$ cat src/sv/lpg_pkg.sv
// lpg_pkg: shared types, widths and step codes for the line pixel generator
// no dependencies; imported by every lpg module and the top level

package lpg_pkg;

    localparam int COORD_BITS  = 10;
    localparam int CNT_BITS    = COORD_BITS + 1;
    localparam int ERR_BITS    = COORD_BITS + 1;
    localparam int COLOR_BITS  = 16;
    localparam int QUEUE_DEPTH = 2;
    localparam int QPTR_BITS   = (QUEUE_DEPTH > 1) ? $clog2(QUEUE_DEPTH) : 1;
    localparam int QCNT_BITS   = $clog2(QUEUE_DEPTH + 1);

    typedef logic [COORD_BITS-1:0] coord_t;
    typedef logic [CNT_BITS-1:0]   cnt_t;
    typedef logic [ERR_BITS-1:0]   err_t;
    typedef logic [COLOR_BITS-1:0] color_t;

    typedef enum logic [1:0] {
        STEP_NONE  = 2'd0,
        STEP_PLUS  = 2'd1,
        STEP_MINUS = 2'd3
    } step_t;

    localparam logic FUNC_START   = 1'b0;
    localparam logic FUNC_ADVANCE = 1'b1;

    // one classified request handed from the front to the back
    typedef struct packed {
        logic   is_start;
        logic   horiz;
        coord_t x;
        coord_t y;
        coord_t abs_dx;
        coord_t abs_dy;
        coord_t major;
        step_t  step_x;
        step_t  step_y;
        cnt_t   steps;
    } cmd_t;

    function automatic coord_t step_coord(input coord_t pos, input step_t step);
        coord_t res;
        case (step)
            STEP_PLUS:  res = pos + coord_t'(1);
            STEP_MINUS: res = pos - coord_t'(1);
            default:    res = pos;
        endcase
        return res;
    endfunction

endpackage

$ cat src/sv/lpg_front.sv
// lpg_front: accepts requests and works out the line setup for start requests
// depends on lpg_pkg

module lpg_front import lpg_pkg::*;
(
    input  logic   item_valid,
    output logic   item_stall,
    input  logic   func,
    input  coord_t x_start,
    input  coord_t y_start,
    input  coord_t x_end,
    input  coord_t y_end,
    input  logic   q_full,
    output logic   push,
    output cmd_t   cmd
);

    logic   x_gt;
    logic   x_lt;
    logic   y_gt;
    coord_t dx_abs;
    coord_t dy_abs;
    coord_t major;

    assign item_stall = q_full;
    assign push       = item_valid && !q_full;

    always_comb
    begin
        x_gt   = x_end > x_start;
        x_lt   = x_end < x_start;
        y_gt   = y_end > y_start;
        dx_abs = x_gt ? (x_end - x_start) : (x_start - x_end);
        dy_abs = y_gt ? (y_end - y_start) : (y_start - y_end);
        major  = (dx_abs > dy_abs) ? dx_abs : dy_abs;

        cmd          = '0;
        cmd.is_start = (func == FUNC_START);
        cmd.y        = y_start;
        cmd.abs_dx   = dx_abs;
        if (y_start == y_end)
        begin
            // horizontal: walk from the smaller x, inclusive of both ends
            cmd.horiz  = 1'b1;
            cmd.x      = x_gt ? x_start : x_end;
            cmd.abs_dy = '0;
            cmd.major  = dx_abs;
            cmd.step_x = STEP_PLUS;
            cmd.step_y = STEP_NONE;
            cmd.steps  = cnt_t'(dx_abs) + cnt_t'(1);
        end
        else
        begin
            cmd.horiz  = 1'b0;
            cmd.x      = x_start;
            cmd.abs_dy = dy_abs;
            cmd.major  = major;
            cmd.step_x = x_gt ? STEP_PLUS : (x_lt ? STEP_MINUS : STEP_NONE);
            cmd.step_y = y_gt ? STEP_PLUS : STEP_MINUS;
            // first point is emitted twice
            cmd.steps  = cnt_t'(major) + cnt_t'(2);
        end
    end

endmodule

$ cat src/sv/lpg_queue.sv
// lpg_queue: short fifo of classified requests between front and back
// depends on lpg_pkg

module lpg_queue import lpg_pkg::*;
(
    input  logic clk,
    input  logic rst_n,
    input  logic push,
    input  cmd_t push_cmd,
    input  logic pop,
    output logic q_valid,
    output logic q_full,
    output cmd_t q_cmd
);

    cmd_t                 entry_reg [QUEUE_DEPTH];
    logic [QPTR_BITS-1:0] wr_ptr_reg;
    logic [QPTR_BITS-1:0] wr_ptr_next;
    logic [QPTR_BITS-1:0] rd_ptr_reg;
    logic [QPTR_BITS-1:0] rd_ptr_next;
    logic [QCNT_BITS-1:0] count_reg;
    logic [QCNT_BITS-1:0] count_next;
    logic                 do_pop;

    assign q_valid = (count_reg != '0);
    assign q_full  = (count_reg == QCNT_BITS'(QUEUE_DEPTH));
    assign q_cmd   = entry_reg[rd_ptr_reg];
    assign do_pop  = pop && q_valid;

    always_comb
    begin
        wr_ptr_next = wr_ptr_reg;
        rd_ptr_next = rd_ptr_reg;
        if (push)
        begin
            wr_ptr_next = (wr_ptr_reg == QPTR_BITS'(QUEUE_DEPTH - 1)) ? '0
                        : wr_ptr_reg + QPTR_BITS'(1);
        end
        if (do_pop)
        begin
            rd_ptr_next = (rd_ptr_reg == QPTR_BITS'(QUEUE_DEPTH - 1)) ? '0
                        : rd_ptr_reg + QPTR_BITS'(1);
        end
        count_next = count_reg + QCNT_BITS'(push) - QCNT_BITS'(do_pop);
    end

    always_ff @(posedge clk or negedge rst_n)
    begin
        if (!rst_n)
        begin
            wr_ptr_reg <= '0;
            rd_ptr_reg <= '0;
            count_reg  <= '0;
        end
        else
        begin
            wr_ptr_reg <= wr_ptr_next;
            rd_ptr_reg <= rd_ptr_next;
            count_reg  <= count_next;
        end
    end

    always_ff @(posedge clk)
    begin
        if (push)
        begin
            entry_reg[wr_ptr_reg] <= push_cmd;
        end
    end

    a_count_bound: assert property (@(posedge clk) disable iff (!rst_n)
        count_reg <= QCNT_BITS'(QUEUE_DEPTH))
        else $error("queue count beyond depth");

    a_no_push_full: assert property (@(posedge clk) disable iff (!rst_n)
        q_full |-> !push)
        else $error("push into full queue");

    a_ptr_gap: assert property (@(posedge clk) disable iff (!rst_n)
        (count_reg == '0) |-> (wr_ptr_reg == rd_ptr_reg))
        else $error("empty queue with unequal pointers");

endmodule

$ cat src/sv/lpg_back.sv
// lpg_back: line walker and pixel output register
// depends on lpg_pkg; fed by lpg_queue

module lpg_back import lpg_pkg::*;
(
    input  logic   clk,
    input  logic   rst_n,
    input  logic   q_valid,
    input  cmd_t   q_cmd,
    output logic   pop,
    input  color_t fg_color,
    output logic   pixel_valid,
    input  logic   pixel_stall,
    output coord_t pixel_x,
    output coord_t pixel_y,
    output color_t pixel_color,
    output logic   last
);

    logic   active_reg,  active_next;
    logic   horiz_reg,   horiz_next;
    coord_t cur_x_reg,   cur_x_next;
    coord_t cur_y_reg,   cur_y_next;
    coord_t abs_dx_reg,  abs_dx_next;
    coord_t abs_dy_reg,  abs_dy_next;
    coord_t major_reg,   major_next;
    err_t   err_x_reg,   err_x_next;
    err_t   err_y_reg,   err_y_next;
    step_t  step_x_reg,  step_x_next;
    step_t  step_y_reg,  step_y_next;
    cnt_t   steps_reg,   steps_next;

    logic   pixel_valid_reg;
    coord_t pixel_x_reg;
    coord_t pixel_y_reg;
    color_t pixel_color_reg;
    logic   last_reg;

    logic   out_free;
    logic   emit;
    logic   is_last;
    err_t   ex_sum;
    err_t   ey_sum;
    logic   ex_step;
    logic   ey_step;

    assign out_free = !pixel_valid_reg || !pixel_stall;
    assign emit     = q_valid && !q_cmd.is_start && active_reg && out_free;
    // advance while idle is dropped without touching the output
    assign pop      = q_valid && (q_cmd.is_start || !active_reg || out_free);
    assign is_last  = (steps_reg <= cnt_t'(1));

    assign ex_sum  = err_x_reg + err_t'(abs_dx_reg);
    assign ey_sum  = err_y_reg + err_t'(abs_dy_reg);
    assign ex_step = ex_sum > err_t'(major_reg);
    assign ey_step = ey_sum > err_t'(major_reg);

    always_comb
    begin
        active_next = active_reg;
        horiz_next  = horiz_reg;
        cur_x_next  = cur_x_reg;
        cur_y_next  = cur_y_reg;
        abs_dx_next = abs_dx_reg;
        abs_dy_next = abs_dy_reg;
        major_next  = major_reg;
        err_x_next  = err_x_reg;
        err_y_next  = err_y_reg;
        step_x_next = step_x_reg;
        step_y_next = step_y_reg;
        steps_next  = steps_reg;

        if (pop && q_cmd.is_start)
        begin
            active_next = 1'b1;
            horiz_next  = q_cmd.horiz;
            cur_x_next  = q_cmd.x;
            cur_y_next  = q_cmd.y;
            abs_dx_next = q_cmd.abs_dx;
            abs_dy_next = q_cmd.abs_dy;
            major_next  = q_cmd.major;
            err_x_next  = '0;
            err_y_next  = '0;
            step_x_next = q_cmd.step_x;
            step_y_next = q_cmd.step_y;
            steps_next  = q_cmd.steps;
        end
        else if (emit)
        begin
            if (is_last)
            begin
                steps_next  = '0;
                active_next = 1'b0;
            end
            else
            begin
                steps_next = steps_reg - cnt_t'(1);
                if (horiz_reg)
                begin
                    cur_x_next = step_coord(cur_x_reg, step_x_reg);
                end
                else
                begin
                    err_x_next = ex_sum;
                    err_y_next = ey_sum;
                    if (ex_step)
                    begin
                        err_x_next = ex_sum - err_t'(major_reg);
                        cur_x_next = step_coord(cur_x_reg, step_x_reg);
                    end
                    if (ey_step)
                    begin
                        err_y_next = ey_sum - err_t'(major_reg);
                        cur_y_next = step_coord(cur_y_reg, step_y_reg);
                    end
                end
            end
        end
    end

    always_ff @(posedge clk or negedge rst_n)
    begin
        if (!rst_n)
        begin
            active_reg      <= 1'b0;
            horiz_reg       <= 1'b0;
            cur_x_reg       <= '0;
            cur_y_reg       <= '0;
            abs_dx_reg      <= '0;
            abs_dy_reg      <= '0;
            major_reg       <= '0;
            err_x_reg       <= '0;
            err_y_reg       <= '0;
            step_x_reg      <= STEP_NONE;
            step_y_reg      <= STEP_NONE;
            steps_reg       <= '0;
            pixel_valid_reg <= 1'b0;
        end
        else
        begin
            active_reg <= active_next;
            horiz_reg  <= horiz_next;
            cur_x_reg  <= cur_x_next;
            cur_y_reg  <= cur_y_next;
            abs_dx_reg <= abs_dx_next;
            abs_dy_reg <= abs_dy_next;
            major_reg  <= major_next;
            err_x_reg  <= err_x_next;
            err_y_reg  <= err_y_next;
            step_x_reg <= step_x_next;
            step_y_reg <= step_y_next;
            steps_reg  <= steps_next;
            if (emit)
            begin
                pixel_valid_reg <= 1'b1;
            end
            else if (!pixel_stall)
            begin
                pixel_valid_reg <= 1'b0;
            end
        end
    end

    always_ff @(posedge clk)
    begin
        if (emit)
        begin
            pixel_x_reg     <= cur_x_reg;
            pixel_y_reg     <= cur_y_reg;
            pixel_color_reg <= fg_color;
            last_reg        <= is_last;
        end
    end

    assign pixel_valid = pixel_valid_reg;
    assign pixel_x     = pixel_x_reg;
    assign pixel_y     = pixel_y_reg;
    assign pixel_color = pixel_color_reg;
    assign last        = last_reg;

    a_active_has_steps: assert property (@(posedge clk) disable iff (!rst_n)
        active_reg |-> (steps_reg != '0))
        else $error("active line with no steps left");

    a_last_ends_line: assert property (@(posedge clk) disable iff (!rst_n)
        (emit && is_last) |=> !active_reg)
        else $error("line still active after last pixel");

    a_err_bound: assert property (@(posedge clk) disable iff (!rst_n)
        active_reg |-> (err_x_reg <= err_t'(major_reg) && err_y_reg <= err_t'(major_reg)))
        else $error("error term above major distance");

    a_emit_needs_slot: assert property (@(posedge clk) disable iff (!rst_n)
        (pixel_valid_reg && pixel_stall) |-> !emit)
        else $error("pixel overwritten while stalled");

endmodule

$ cat src/sv/line_pixel_generator.sv
// line_pixel_generator: top level, holds the foreground color register
// depends on lpg_pkg, lpg_front, lpg_queue, lpg_back
//
// usage:
//   request channel (item_valid / item_stall): func 0 loads a line from
//   x_start, y_start to x_end, y_end and gives no pixel; func 1 advances
//   and gives one pixel while a line is running, nothing when idle.
//   pixel channel (pixel_valid / pixel_stall): pixel_x, pixel_y, the
//   foreground color and last, which is set on the final pixel of a line.
//   cfg channel (cfg_valid / cfg_ready / cfg_data): writes the 16 bit
//   foreground color; cfg_ready is always high, write only while idle.
// timing:
//   an advance's pixel passes the request queue and the pixel output register
//   after its request is taken; one request per clock sustained while the
//   receiver does not stall. a two-entry request queue sits between the setup logic and the walker.
// reset: no line active, queue empty, foreground color zero.
// receiver stall: the pixel register holds, the walker stops taking advances
//   while a line runs, the queue fills and item_stall rises once it is full.

module line_pixel_generator import lpg_pkg::*;
(
    input  logic   clk,
    input  logic   rst_n,
    input  logic   item_valid,
    output logic   item_stall,
    input  logic   func,
    input  coord_t x_start,
    input  coord_t y_start,
    input  coord_t x_end,
    input  coord_t y_end,
    output logic   pixel_valid,
    input  logic   pixel_stall,
    output coord_t pixel_x,
    output coord_t pixel_y,
    output color_t pixel_color,
    output logic   last,
    input  logic   cfg_valid,
    output logic   cfg_ready,
    input  color_t cfg_data
);

    color_t fg_color_reg;
    logic   push;
    cmd_t   push_cmd;
    logic   pop;
    logic   q_valid;
    logic   q_full;
    cmd_t   q_cmd;

    assign cfg_ready = 1'b1;

    always_ff @(posedge clk or negedge rst_n)
    begin
        if (!rst_n)
        begin
            fg_color_reg <= '0;
        end
        else if (cfg_valid && cfg_ready)
        begin
            fg_color_reg <= cfg_data;
        end
    end

    lpg_front u_front (
        .item_valid (item_valid),
        .item_stall (item_stall),
        .func       (func),
        .x_start    (x_start),
        .y_start    (y_start),
        .x_end      (x_end),
        .y_end      (y_end),
        .q_full     (q_full),
        .push       (push),
        .cmd        (push_cmd)
    );

    lpg_queue u_queue (
        .clk      (clk),
        .rst_n    (rst_n),
        .push     (push),
        .push_cmd (push_cmd),
        .pop      (pop),
        .q_valid  (q_valid),
        .q_full   (q_full),
        .q_cmd    (q_cmd)
    );

    lpg_back u_back (
        .clk         (clk),
        .rst_n       (rst_n),
        .q_valid     (q_valid),
        .q_cmd       (q_cmd),
        .pop         (pop),
        .fg_color    (fg_color_reg),
        .pixel_valid (pixel_valid),
        .pixel_stall (pixel_stall),
        .pixel_x     (pixel_x),
        .pixel_y     (pixel_y),
        .pixel_color (pixel_color),
        .last        (last)
    );

endmodule
$ cat config.mk
export PLATFORM = sky130hd
export DESIGN_NAME = line_pixel_generator
export DESIGN_NICKNAME = d
export VERILOG_FILES = /design/src/sv/lpg_pkg.sv /design/src/sv/lpg_front.sv /design/src/sv/lpg_queue.sv /design/src/sv/lpg_back.sv /design/src/sv/line_pixel_generator.sv
export SDC_FILE = /design/constraint.sdc
export NUM_CORES = 1
export LEC_CHECK = 0
export BUFFER_PORTS_ARGS = -buffer_cell sky130_fd_sc_hd__buf_2
export CAP_MARGIN = 5
export CORE_ASPECT_RATIO = 0.9
export CORE_MARGIN = 5
export CORE_UTILIZATION = 30
export DETAILED_ROUTE_END_ITERATION = 7
export SLEW_MARGIN = 25
export SYNTH_ARGS = -nofsm -noshare
export SYNTH_HDL_FRONTEND = slang
export SYNTH_SLANG_ARGS = --single-unit
$ cat constraint.sdc
create_clock -name clk -period 5.4 [get_ports clk]
set_clock_uncertainty 0.1 [all_clocks]
set_input_delay 1.08 -clock clk [delete_from_list [all_inputs] [get_ports clk]]
set_output_delay 1.08 -clock clk [all_outputs]
set_load 0.03 [all_outputs]
# Word level (Yosys, flattened, before mapping)
# Memories as Yosys holds them, arrays and structs flattened.
# Index checks and enable logic that the tools add are counted.
[totals]
mem_bits_rw = 134
word_cells = 126
reg_bits = 147
output_inout_bits = 40
mem_count = 1
[memory_table]
columns = ["memory", "words", "width", "read_ports", "rd_clocked_by_memory_dff", "wr", "line", "source"]
rows = [
  ["u_queue.entry_reg", 2, 67, 1, 0, 1, "lpg_queue.sv:16", "cmd_t entry_reg [QUEUE_DEPTH];"],
]
[op_classes]
bitwise_logic = 1
muxes = 43
n_addsub = 19
reduce_logical = 25
n_lt_le_gt_ge = 7
n_eq_ne = 9
[ops]
columns = ["operator", "n"]
rows = [
  ["11-bit two-way mux", 14],
  ["10-bit two-way mux", 14],
  ["10-bit case mux with 2 select lines", 2],
  ["10-bit subtractor", 4],
  ["35-bit two-way mux", 1],
  ["10-bit greater-than comparator", 3],
  ["11-bit by 10-bit adder with 11-bit output", 2],
  ["11-bit by 10-bit greater-than comparator with 1-bit output", 2],
  ["11-bit by 10-bit subtractor with 11-bit output", 2],
  ["10-bit by 1-bit adder with 10-bit output (second input constant)", 2],
  ["10-bit by 1-bit subtractor with 10-bit output (second input constant)", 2],
  ["10-bit by 1-bit adder with 11-bit output (second input constant)", 1],
  ["10-bit by 2-bit adder with 11-bit output (second input constant)", 1],
  ["11-bit by 1-bit <= comparator with 1-bit output (second input constant)", 1],
  ["11-bit by 1-bit subtractor with 11-bit output (second input constant)", 1],
  ["10-bit == test", 1],
  ["10-bit < comparator", 1],
  ["1-bit two-way mux", 9],
  ["2-bit nonzero test", 4],
  ["1-bit logical AND", 7],
  ["2-bit == test (second input constant)", 3],
  ["2-bit two-way mux", 3],
  ["3-bit AND reduction", 2],
  ["3-bit nonzero test", 2],
  ["other kinds (11)", 20],
]

# Logic depth before layout (Yosys ltp)
# Gate-level depths: netlist of run 1.
[logic_depth]
depth_word = 7
depth_mapped = 23

# By module
# From an unflattened synthesis of run 1, not the netlist that was laid out.
[unflattened]
hier_cells = 1529
area_unflattened_um2 = 16678.5
[modules_own_cells]
columns = ["module", "seq_area_each_um2", "instances", "area_each_um2", "cells_each"]
rows = [
  ["lpg_back", 3363.2, 1, 7862.5, 831],
  ["lpg_queue", 4124.0, 1, 5126.2, 226],
  ["lpg_front", 0.0, 1, 3029.2, 436],
  ["line_pixel_generator", 400.4, 1, 660.6, 36],
]

# Least setup slack after synthesis of run 1
# OpenSTA, ideal clock, no wires.
[synth_path]
path_type = "input to register"
start = "input y_end[0]"
end = "memory u_queue.entry_reg[0][16] (netlist bit) (data pin)"
t_arrival_ns = 5.550
path_slack_ns = -0.512
required_time_ns = 5.038
path_buffers = 3
cell_stages = 21
cell_sequence = "inv_1 ha_1 inv_1 fa_1 a21o_1 and4_1 or3_1 clkbuf_1 nand2_1 mux2_2 a2111oi_0 o22ai_1 xnor2_1 ha_1 nand4_1 or4_1 and3_1 buf_6 or2_1 buf_6 mux2_4"
[synth_lines]
columns = ["element", "line", "source"]
rows = [
  ["from (decl)", "line_pixel_generator.sv:30", "input coord_t y_end,"],
  ["to (decl)", "lpg_queue.sv:16", ""],
]

==> reports/qor.txt, run 1 <==
Comb pwr share -> 51.5%
via/cell ratio -> 4.84
switching share of power -> 41.1%
Relative slew margins -> 33.3%
Area growth syn-to-layout -> 20.8%
CTS Buf Count -> 31
CP peak stage delay -> 460 ps
Ports -> 102
Post-Syn Instances -> 1465
clock sinks -> 281
Nets -> 1843
clock slew at reported path FFs -> 60 ps
Fmax -> 193 MHz
WL final -> 40000 um
static leakage -> 8.24 nW
dpl hpwl -> 30000 um
kind of end point of the critical path -> register
CTS tree -> built
slowest cell on the critical path -> or3_1
Syn Area/Cell -> 10.8 um^2
Synthesized Nets -> 1645
largest area contributor in the synthesized netlist -> edfxtp_1
Post-synth EDFFs -> 171
delay-heaviest family, CP -> simple AND/OR/NAND/NOR gates
worst path arrival time -> 5390 ps
RR Endpoint -> u_back.cur_x_reg[1]$_DFFE_PN0P_
status -> finished clean
routability cong. -> 0.880
met3 track demand over resource -> 1.32%
row cnt -> 80
Final min period -> 5180 ps
CP Buf/Inv Count -> 3
Async SR Flop Fraction -> 39.1%
die width -> 252 um
largest net degree at the start of global routing -> 88
sequential cell fraction of total power -> 30.2%
initial drt markers -> 701
setup tns final -> 0 ps
worst r2r src -> u_back.err_x_reg[0]$_DFFE_PN0P_
Pre-antenna DRT Iters -> 5
Yosys cell types -> 71
GR Util met2 -> 21.4%
number of global-route vias before repair -> 11600
Chip Height -> 228 um
flop2flop setup slack -> 410 ps
most frequent cells after synthesis -> edfxtp_1, nand2_1, o21ai_0, dfrtp_1, ha_1
cell-internal power -> 7.13 mW
Top Usage Layer GRT -> met2
drt drc -> 0
root buffer cell -> clkbuf_16
most frequent cell after synthesis -> edfxtp_1
layout cells sized above 1 -> 19.8%
CP Launch Point -> y_end[0]
clk buf depth -> 3
Max VDD drop -> 0.000328 V
FF-to-FF path depth -> 18
Routed Antenna Nets -> 0
CTS H-tree lvls -> 1
clock power share -> 18.3%
CP Class -> input pin to register
CP most frequent cell -> mux2_4
Initial Utilization -> 30.1%
Slew Limit Fails -> 0
WP data required -> 5610 ps
Avg WL per Cell -> 16.8 um
final core occ -> 36.4%
Worst-Margin Slew -> 1000 ps
CORE AREA -> 52700 um^2
Ant. Diodes -> 0
CP Capture Point -> u_queue.entry_reg[0][16]$_DFFE_PP_
clk_lat worst skew -> 570 ps
Post-Syn Area -> 15900 um^2
Final Hold Fails -> 0
Crit path depth -> 19
Setup-failing EPs final -> 0
GRT Residual Overflow -> 0
Vias -> 11500
RSZ-0062 raised after global routing -> no
max FFs per register -> 134
crit start category -> input pin
Yosys top cell area share -> 32.4%
Final Cycle Share -> 95.9%
Total GRT Usage -> 13.5%
first-pass GRT wire length -> 63800 um
final worst slack -> 219 ps
hold-fix buffers at CTS -> 0
Ys Warns -> 0
Sw Pwr -> 4.97 mW
PD cells -> 631 nW/um^2
sequential cell area fraction in the yosys report -> 49.7%
GR Layer Usage met1 -> 20.2%
CP cell instances -> buf_2, inv_12, ha_4, inv_2, fa_2, a21o_1, and4_4, or3_1, nand2_4, mux2_4, a2111oi_4, o22ai_2, xnor2_2, ha_1, nand4_1, or4_1, and3_1, or2_1, mux2_4
largest cells by area after synthesis -> edfxtp_1, dfrtp_1, ha_1
initial antenna violation count -> 0
port buffer count -> 100
CP Max Fanout -> 6
main flop type after synthesis -> edfxtp_1
Hold WC Path Type -> register to register
die area -> 57600 um^2
pre-CTS setup slack -> -342 ps
postcts setup bufs -> 0
synthesized flop and latch total -> 281
Max Cap Viol -> 0
hold slack -> 342 ps
-- cell type report --
class,count,area [um^2]
Inverter,98,380
Sequential cell,281,7890
Clock buffer,34,807
Timing Repair Buffer,225,1460
Clock inverter,23,279
Tap cell,697,872
Fill cell,5240,33500
Multi-Input combinational cell,1026,7480
-- metrics by stage --
stage / power, mW / cells / instance area (um^2)
floorplan: 8.25 / 1465 / 16000
global placement: 9.78 / 2327 / 18100
detailed placement: 9.94 / 2327 / 18100
CTS: 12.2 / 2384 / 19200
global route: 13.1 / 2384 / 19200
finish: 12.1 / 2384 / 19200
-- what timing repair did --
item	4_1_cts	5_1_grt
gates resized for setup	0	1
endpoints found under the setup margin	0	9
hold endpoints to repair	0	0
-- cell usage in the layout (no fill, tap or decap), types with 15 or more instances in the layout --
| cell type | count |
|---|---|
| a21o_1 | 27 |
| a21oi_1 | 75 |
| buf_2 | 99 |
| buf_4 | 124 |
| clkbuf_16 | 31 |
| dfrtp_1 | 109 |
| edfxtp_1 | 171 |
| ha_1 | 107 |
| inv_1 | 94 |
| mux2_2 | 19 |
| mux2i_1 | 88 |
| nand2_1 | 149 |
| nand3_1 | 37 |
| nand3b_1 | 15 |
| nor2_1 | 57 |
| nor2b_1 | 22 |
| nor3_1 | 27 |
| o21a_1 | 15 |
| o21ai_0 | 128 |
| o221ai_1 | 19 |
| xnor2_1 | 54 |
| xor2_1 | 17 |
-- metal layers --
layer | share of wire [%] | wire length [um]
met1 | 50 | 19800
met2 | 45 | 18000
met3 | 3.4 | 1370
met4 | 1.8 | 722
met5 | 0 | 0
-- kinds of logic after synthesis --
kind of cell             Yosys count  share of synthesized area [%]
AND/OR/NAND/NOR                  379                           11.5
other                              1                         0.0236
multiplexers                     110                           7.16
flip-flops                       281                           49.7
XOR/XNOR                          72                           3.98
adder cells (fa/ha/maj)          118                           9.78
AO/OA/AOI/OAI                    346                           13.9
buffers and inverters            158                           3.91
-- worst register-to-register path, cell delays in order (launching register included) --
cell and delay [ps]:
dfrtp_1 390, ha_1 230, fa_1 400, a21o_1 190
a21oi_1 260, o21bai_1 160, a2111oi_1 710, nor2_1 160
xor2_1 200, ha_1 360, nand4_1 100, nor3_1 270
a211oi_1 140, nor4_1 440, buf_4 220, nor2_1 50
buf_4 190, mux2_2 230, o21ai_0 70
-- power groups by stage --
| stage | Combinational (mW) | Clock (mW) | Sequential (mW) |
|---|---|---|---|
| global route | 7.02 | 2.36 | 3.74 |
| detailed placement | 6.24 | 0 | 3.70 |
| finish | 6.23 | 2.21 | 3.66 |
| floorplan | 4.50 | 0 | 3.75 |
| CTS | 6.26 | 2.27 | 3.67 |
| global placement | 6.11 | 0 | 3.67 |
-- worst min-delay path by stage --
stage	start	endpoint	slack [ps]	cells past startpoint
4_1_cts	fg_color_reg[8]$_DFFE_PN0P_	u_back.pixel_color[8]$_DFFE_PP_	340	0
5_1_grt	fg_color_reg[8]$_DFFE_PN0P_	u_back.pixel_color[8]$_DFFE_PP_	350	0
3_5_place_dp	fg_color_reg[8]$_DFFE_PN0P_	u_back.pixel_color[8]$_DFFE_PP_	330	0
3_3_place_gp	fg_color_reg[5]$_DFFE_PN0P_	u_back.pixel_color[5]$_DFFE_PP_	320	0
6_report	fg_color_reg[8]$_DFFE_PN0P_	u_back.pixel_color[8]$_DFFE_PP_	340	0
2_1_floorplan	fg_color_reg[0]$_DFFE_PN0P_	u_back.pixel_color[0]$_DFFE_PP_	320	0
Note: power is estimated with default switching activity, not from simulation.
==> run 2: changes to the inputs <==
--- a/config.mk
+++ b/config.mk
@@ -11,4 +11,6 @@
 export CORE_MARGIN = 5
 export CORE_UTILIZATION = 30
+export CTS_CLUSTER_DIAMETER = 60
+export CTS_CLUSTER_SIZE = 24
 export DETAILED_ROUTE_END_ITERATION = 7
 export SLEW_MARGIN = 25
==> constraint.sdc (replaced) <==
create_clock -name clk -period 5.4 [get_ports clk]
set_clock_uncertainty 0.1 [all_clocks]
set_input_delay 0.27 -clock clk [delete_from_list [all_inputs] [get_ports clk]]
set_output_delay 0.27 -clock clk [all_outputs]
set_load 0.03 [all_outputs]
==> reports/qor.txt, run 2 (synthesis gave the netlist of run 1 again) <==
status -> finished clean
Worst Min Path Start -> x_start[7]
WL final -> 39700 um (-0.59%)
initial antenna violation count -> 2 (+2)
Non-Filler Instances -> 2327 (-2.4%)
Area growth syn-to-layout -> 17.9%
Final Cycle Share -> 96.3% (+0.33 points)
pre-CTS setup slack -> 103 ps (+444 ps)
die area -> 57600 um^2 (unchanged)
row cnt -> 80 (unchanged)
first-pass GRT wire length -> 63300 um (-0.80%)
die width -> 252 um (unchanged)
largest net degree at the start of global routing -> 93 (+5.7%)
number of global-route vias before repair -> 11300 (-2.2%)
clock sinks -> 281 (unchanged)
Total GRT Usage -> 13.5% (-0.031 points)
static leakage -> 7.88 nW (-4.4%)
most frequent cells in the layout -> edfxtp_1, nand2_1, o21ai_0
CP Max Fanout -> 15 (+9)
Ports -> 102 (unchanged)
RR Endpoint -> u_back.cur_x_reg[1]$_DFFE_PN0P_
GRT Residual Overflow -> 0 (unchanged)
crit start category -> input pin
Top Usage Layer GRT -> met2
CORE AREA -> 52700 um^2 (unchanged)
GR Layer Usage met1 -> 19.8% (-0.37 points)
FF-to-FF path depth -> 18 (unchanged)
root buffer cell -> clkbuf_16
CP cell instances -> dlygate4sd3_1, buf_2, ha_1, inv_1, fa_1, a21o_1, and4_1, or3_4, nand2_1, mux2_2, a2111oi_2, o22ai_1, xnor2_1, ha_1, nand4_1, or4_1, and3_1, buf_4, nor2_2, buf_4, mux2i_1
Final Hold Fails -> 0 (unchanged)
initial drt markers -> 705 (+0.57%)
CP peak stage delay -> 540 ps (+80 ps)
clk_lat worst skew -> 560 ps (about the same)
layout cells sized above 1 -> 14.7% (-5.1 points)
Pre-antenna DRT Iters -> 5 (unchanged)
slowest cell on the critical path -> dlygate4sd3_1
Max VDD drop -> 0.000298 V (-9.2%)
PD cells -> 634 nW/um^2 (+0.36%)
worst path arrival time -> 5490 ps (+100 ps)
CP Class -> input pin to register
flop2flop setup slack -> 430 ps (+20 ps)
Worst-Margin Slew -> 1050 ps (+49.7 ps)
placed instance area -> 17300 um^2 (-4.3%)
met3 track demand over resource -> 1.95% (+0.63 points)
hold slack -> 64.9 ps (-277 ps)
Slew Limit Fails -> 0 (unchanged)
Worst Hold Depth -> 3 (+3)
Nets -> 1790 (-2.9%)
fin area -> 18700 um^2 (-2.4%)
dpl hpwl -> 28700 um (-4.3%)
clk buf depth -> 3 (unchanged)
CTS Buf Count -> 26 (-16%)
kind of end point of the critical path -> register
routability cong. -> 0.881 (about the same)
Hold WC Path Type -> input pin to register
clock slew at reported path FFs -> 80 ps (+20 ps)
CTS tree -> built
max FFs per register -> 134 (unchanged)
worst r2r src -> u_back.err_x_reg[0]$_DFFE_PN0P_
Final min period -> 5200 ps (+17.7 ps)
final worst slack -> 201 ps (-17.7 ps)
Fmax -> 192 MHz (-0.34%)
drt drc -> 0 (unchanged)
GR Util met2 -> 21.3% (-0.11 points)
commonest non-fill, non-tap cell in the layout -> edfxtp_1
hold-critical path endpoint -> u_queue.entry_reg[0][62]$_DFFE_PP_
WP data required -> 5690 ps (+80 ps)
CTS H-tree lvls -> 1 (unchanged)
Avg WL per Cell -> 17.1 um (+1.8%)
Ant. Diodes -> 0 (unchanged)
Chip Height -> 228 um (unchanged)
Relative slew margins -> 30.0% (-3.3 points)
dpl cells -> 2240 (-3.7%)
Max Cap Viol -> 0 (unchanged)
Routed Antenna Nets -> 0 (unchanged)
Initial Utilization -> 30.1% (unchanged)
Setup-failing EPs final -> 0 (unchanged)
Vias -> 11500 (-0.087%)
via/cell ratio -> 4.96 (+2.4%)
port buffer count -> 100 (unchanged)
## run 2: power breakdown
| group | internal [mW] | leakage, nW | switching (mW) | total (mW) |
|---|---|---|---|---|
| clock | 1.01 | 0.467 | 1.01 | 2.02 |
| sequential | 3.22 | 2.93 | 0.376 | 3.60 |
| combinational | 2.48 | 4.48 | 3.75 | 6.23 |
| total | 6.71 | 7.88 | 5.14 | 11.9 |
## run 2: area by class of cell
type	instances	area (um^2)
multi-input combinational	1026	7420
tap	697	872
sequential	281	7890
clock buffer	27	676
clock inverter	21	293
fill	5268	34000
timing repair buffer	177	1180
inverter	98	368
## run 2: worst max-delay path by stage
stage | endpoint | slack (ps) | start
floorplan | u_queue.entry_reg[0][16]$_DFFE_PP_ | 300 | y_end[0]
global placement | u_queue.entry_reg[0][16]$_DFFE_PP_ | 170 | y_start[0]
detailed placement | u_queue.entry_reg[0][3]$_DFFE_PP_ | 100 | y_start[0]
CTS | u_queue.entry_reg[0][3]$_DFFE_PP_ | 170 | y_start[0]
global route | u_queue.entry_reg[1][22]$_DFFE_PP_ | -30 | y_start[0]
finish | u_queue.entry_reg[1][23]$_DFFE_PP_ | 200 | y_start[0]
## run 2: per-layer routing
| metal | routed length [um] | vias to the layer above |
|---|---|---|
| met5 | 9 | - |
| met4 | 826 | 2 |
| met3 | 1830 | 56 |
| met2 | 17900 | 225 |
| met1 | 19200 | 5642 |
| li1 | - | 5609 |
## run 2: repair_timing
item,4_1_cts,5_1_grt
setup endpoints to repair,0,37
hold buffers,38,0
hold endpoints to repair,109,0
buffers inserted,0,1
resized for setup,0,10
## run 2: through the flow
step | utilization [%] | TNS [ps] | total power [mW]
finish | 35.5 | 0 | 11.9
global route | 35.5 | -215 | 12.9
CTS | 35.4 | 0 | 11.9
detailed placement | 32.9 | 0 | 9.84
global placement | 32.9 | 0 | 9.66
floorplan | - | 0 | 8.22
## run 2: critical path: cells and delay by family
| family | cells | cell delay (ps) |
|---|---|---|
| buffers and inverters | 5 | 1140 |
| AO/OA/AOI/OAI | 3 | 740 |
| AND/OR/NAND/NOR | 7 | 1630 |
| adder cells (fa/ha/maj) | 3 | 910 |
| XOR/XNOR | 1 | 180 |
| multiplexers | 2 | 630 |
==> run 3: changes to the inputs <==
Settings changed: CORE_UTILIZATION 30 to 56, PLACE_DENSITY set to 0.77, SYNTH_HIERARCHICAL set to 1.
Clock period 5.4 ns to 4.63 ns, I/O delays scaled along.
==> reports/qor.txt, run 3 <==
Area growth syn-to-layout -> 15.8%
CTS tree -> built
port buffer count -> 100 (unchanged)
number of global-route vias before repair -> 12400 (+9.3%)
Nets -> 1894 (+5.8%)
Slew Limit Fails -> 0 (unchanged)
row cnt -> 60 (-25%)
layout cells sized above 1 -> 22.1% (+7.4 points)
Chip Height -> 174 um (-24%)
Pre-antenna DRT Iters -> 6 (+1)
Ports -> 102 (unchanged)
Post-synth EDFFs -> 171 (unchanged)
Ys Warns -> 6 (+6)
worst path arrival time -> 4700 ps (-790 ps)
status -> finished clean
Yosys cell types -> 100 (+41%)
Vias -> 12400 (+7.3%)
flop2flop setup slack -> 260 ps (-170 ps)
drt drc -> 0 (unchanged)
setup tns final -> 0 ps (unchanged)
kind of end point of the critical path -> register
dpl hpwl -> 27600 um (-3.9%)
initial antenna violation count -> 0 (-2)
CP Max Fanout -> 5 (-10)
Fmax -> 224 MHz
Async SR Flop Fraction -> 39.1% (unchanged)
GRT Residual Overflow -> 0 (unchanged)
largest cells by area after synthesis -> edfxtp_1, dfrtp_1, ha_1
final worst slack -> 173 ps (-28.8 ps)
CTS Buf Count -> 25 (-3.8%)
Total Power -> 14.8 mW (+25%)
via/cell ratio -> 5.80 (+17%)
Max VDD drop -> 0.000378 V (+27%)
Initial Utilization -> 56.2% (+26 points)
fillers -> 2218 (-58%)
pre-CTS setup slack -> -422 ps (-525 ps)
PD cells -> 765 nW/um^2 (+21%)
CTS H-tree lvls -> 1 (unchanged)
Routed Antenna Nets -> 0 (unchanged)
Yosys top cell area share -> 30.8% (-1.6 points)
Avg WL per Cell -> 18.4 um (+7.9%)
Syn Area/Cell -> 10.9 um^2 (+0.75%)
Worst-Margin Slew -> 946 ps (-104 ps)
hold slack -> 17.4 ps (-47.5 ps)
CORE AREA -> 29700 um^2 (-44%)
Final Cycle Share -> 96.3%
largest net degree at the start of global routing -> 78 (-16%)
most frequent cell after synthesis -> edfxtp_1
most frequent cells after synthesis -> edfxtp_1, nand2_1, dfrtp_1, ha_1, inv_1
clock sinks -> 281 (unchanged)
routability cong. -> 0.899 (+2.0%)
first-pass GRT wire length -> 63600 um (+0.48%)
Non-Filler Instances -> 2135 (-8.3%)
WL final -> 39300 um (-0.99%)
die width -> 192 um (-24%)
clock slew at reported path FFs -> 70 ps (about the same)
Relative slew margins -> 36.9% (+6.9 points)
Hold WC Path Type -> input pin to register
Final Hold Fails -> 0 (unchanged)
main flop type after synthesis -> edfxtp_1
commonest non-fill, non-tap cell in the layout -> edfxtp_1
clk buf depth -> 3 (unchanged)
Synthesized Nets -> 1709 (+3.9%)
Max Cap Viol -> 0 (unchanged)
dpl cells -> 2054 (-8.3%)
WP data required -> 4870 ps (-820 ps)
Post-Syn Instances -> 1529 (+4.4%)
static leakage -> 8.36 nW (+6.0%)
Final min period -> 4460 ps
CP Class -> input pin to register
largest area contributor in the synthesized netlist -> edfxtp_1
max FFs per register -> 134 (unchanged)
clk_lat worst skew -> 530 ps (-30 ps)
root buffer cell -> clkbuf_16
initial drt markers -> 1179 (+67%)
most frequent cells in the layout -> edfxtp_1, nand2_1, dfrtp_1
Total GRT Usage -> 23.2% (+9.7 points)
sequential cell area fraction in the yosys report -> 47.3% (-2.4 points)
Setup-failing EPs final -> 0 (unchanged)
synthesized flop and latch total -> 281 (unchanged)
crit start category -> input pin
Post-Syn Area -> 16700 um^2 (+5.2%)
die area -> 33300 um^2 (-42%)
Ant. Diodes -> 0 (unchanged)
==> run 3: path summary, 6_finish.rpt <==
check	depth (start not counted)	end	from
max	23	u_queue/entry_reg[0][6]$_DFFE_PP_	x_start[9]
min reg2reg	0	u_back/pixel_color[9]$_DFFE_PP_	fg_color_reg[9]$_DFFE_PN0P_
min	3	u_queue/entry_reg[0][59]$_DFFE_PP_	x_start[4]
min in group asynchronous	2	u_back/cur_x_reg[4]$_DFFE_PN0P_	rst_n
max reg2reg	15	u_back/cur_x_reg[7]$_DFFE_PN0P_	u_back/abs_dx_reg[0]$_DFFE_PN0P_
max in group asynchronous	3	fg_color_reg[11]$_DFFE_PN0P_	rst_n
==> run 3: cells by family after synthesis <==
| family | Yosys count | share of synthesized area [%] |
|---|---|---|
| buf+inv | 177 | 5.19 |
| flops | 281 | 47.3 |
| other cells | 1 | 0.0225 |
| xor+xnor | 76 | 3.99 |
| simple gates | 434 | 12.8 |
| mux | 124 | 8.86 |
| compound gates | 318 | 12.6 |
| fa+ha+maj | 118 | 9.30 |
==> run 3: where the power goes <==
part	total (mW)	switching [mW]	leakage [nW]	internal [mW]
Combinational	8.41	4.92	5.01	3.49
Clock	2.21	1.00	0.429	1.21
Sequential	4.17	0.414	2.92	3.75
Total	14.8	6.34	8.36	8.45
==> run 3: critical path: stages <==
cell	delay (ps)
dlygate4sd3_1	520
buf_2	120
inv_1	50
ha_1	380
o21a_1	180
a21oi_2	80
a32o_1	280
nor2_2	240
mux2i_1	300
xnor2_1	160
buf_4	150
inv_1	50
ha_1	310
a21o_1	170
a21o_1	180
a21oi_2	140
nand2_1	60
a31oi_1	150
o31a_1	170
a221o_2	210
o32ai_2	130
and3_1	200
a211oi_1	220
==> run 3: what timing repair did <==
item	4_1_cts	5_1_grt
resized for setup	0	11
hold buffers	35	0
endpoints found under the setup margin	0	42
hold endpoints to repair	125	0
buffers inserted	0	1
==> run 3: metal layers <==
metal / share of wire (%) / vias to the layer above / global-route usage, %
li1: - / 5896 / -
met2: 48 / 428 / 38.6
met4: 2.1 / 0 / 5.92
met5: 0 / - / 0
met3: 6.0 / 68 / 2.76
met1: 43 / 5986 / 32.7
==> run 3: stage by stage <==
step,area [um^2],util (%)
after floorplan,16800,-
after global placement,18000,60.8
after CTS,19300,64.9
after global routing,19300,65.1
after detailed placement,18000,60.8
final,19300,65.1
==> run 3: layout make-up <==
type	count	area, um^2	share of cell area (%)
well taps	403	504	2.61
clock inverters	19	251	1.30
multi-input cells	1071	8050	41.6
repair buffers	228	1570	8.12
flip-flops and latches	281	7890	40.8
clock buffers	26	629	3.26
inverters	107	432	2.23
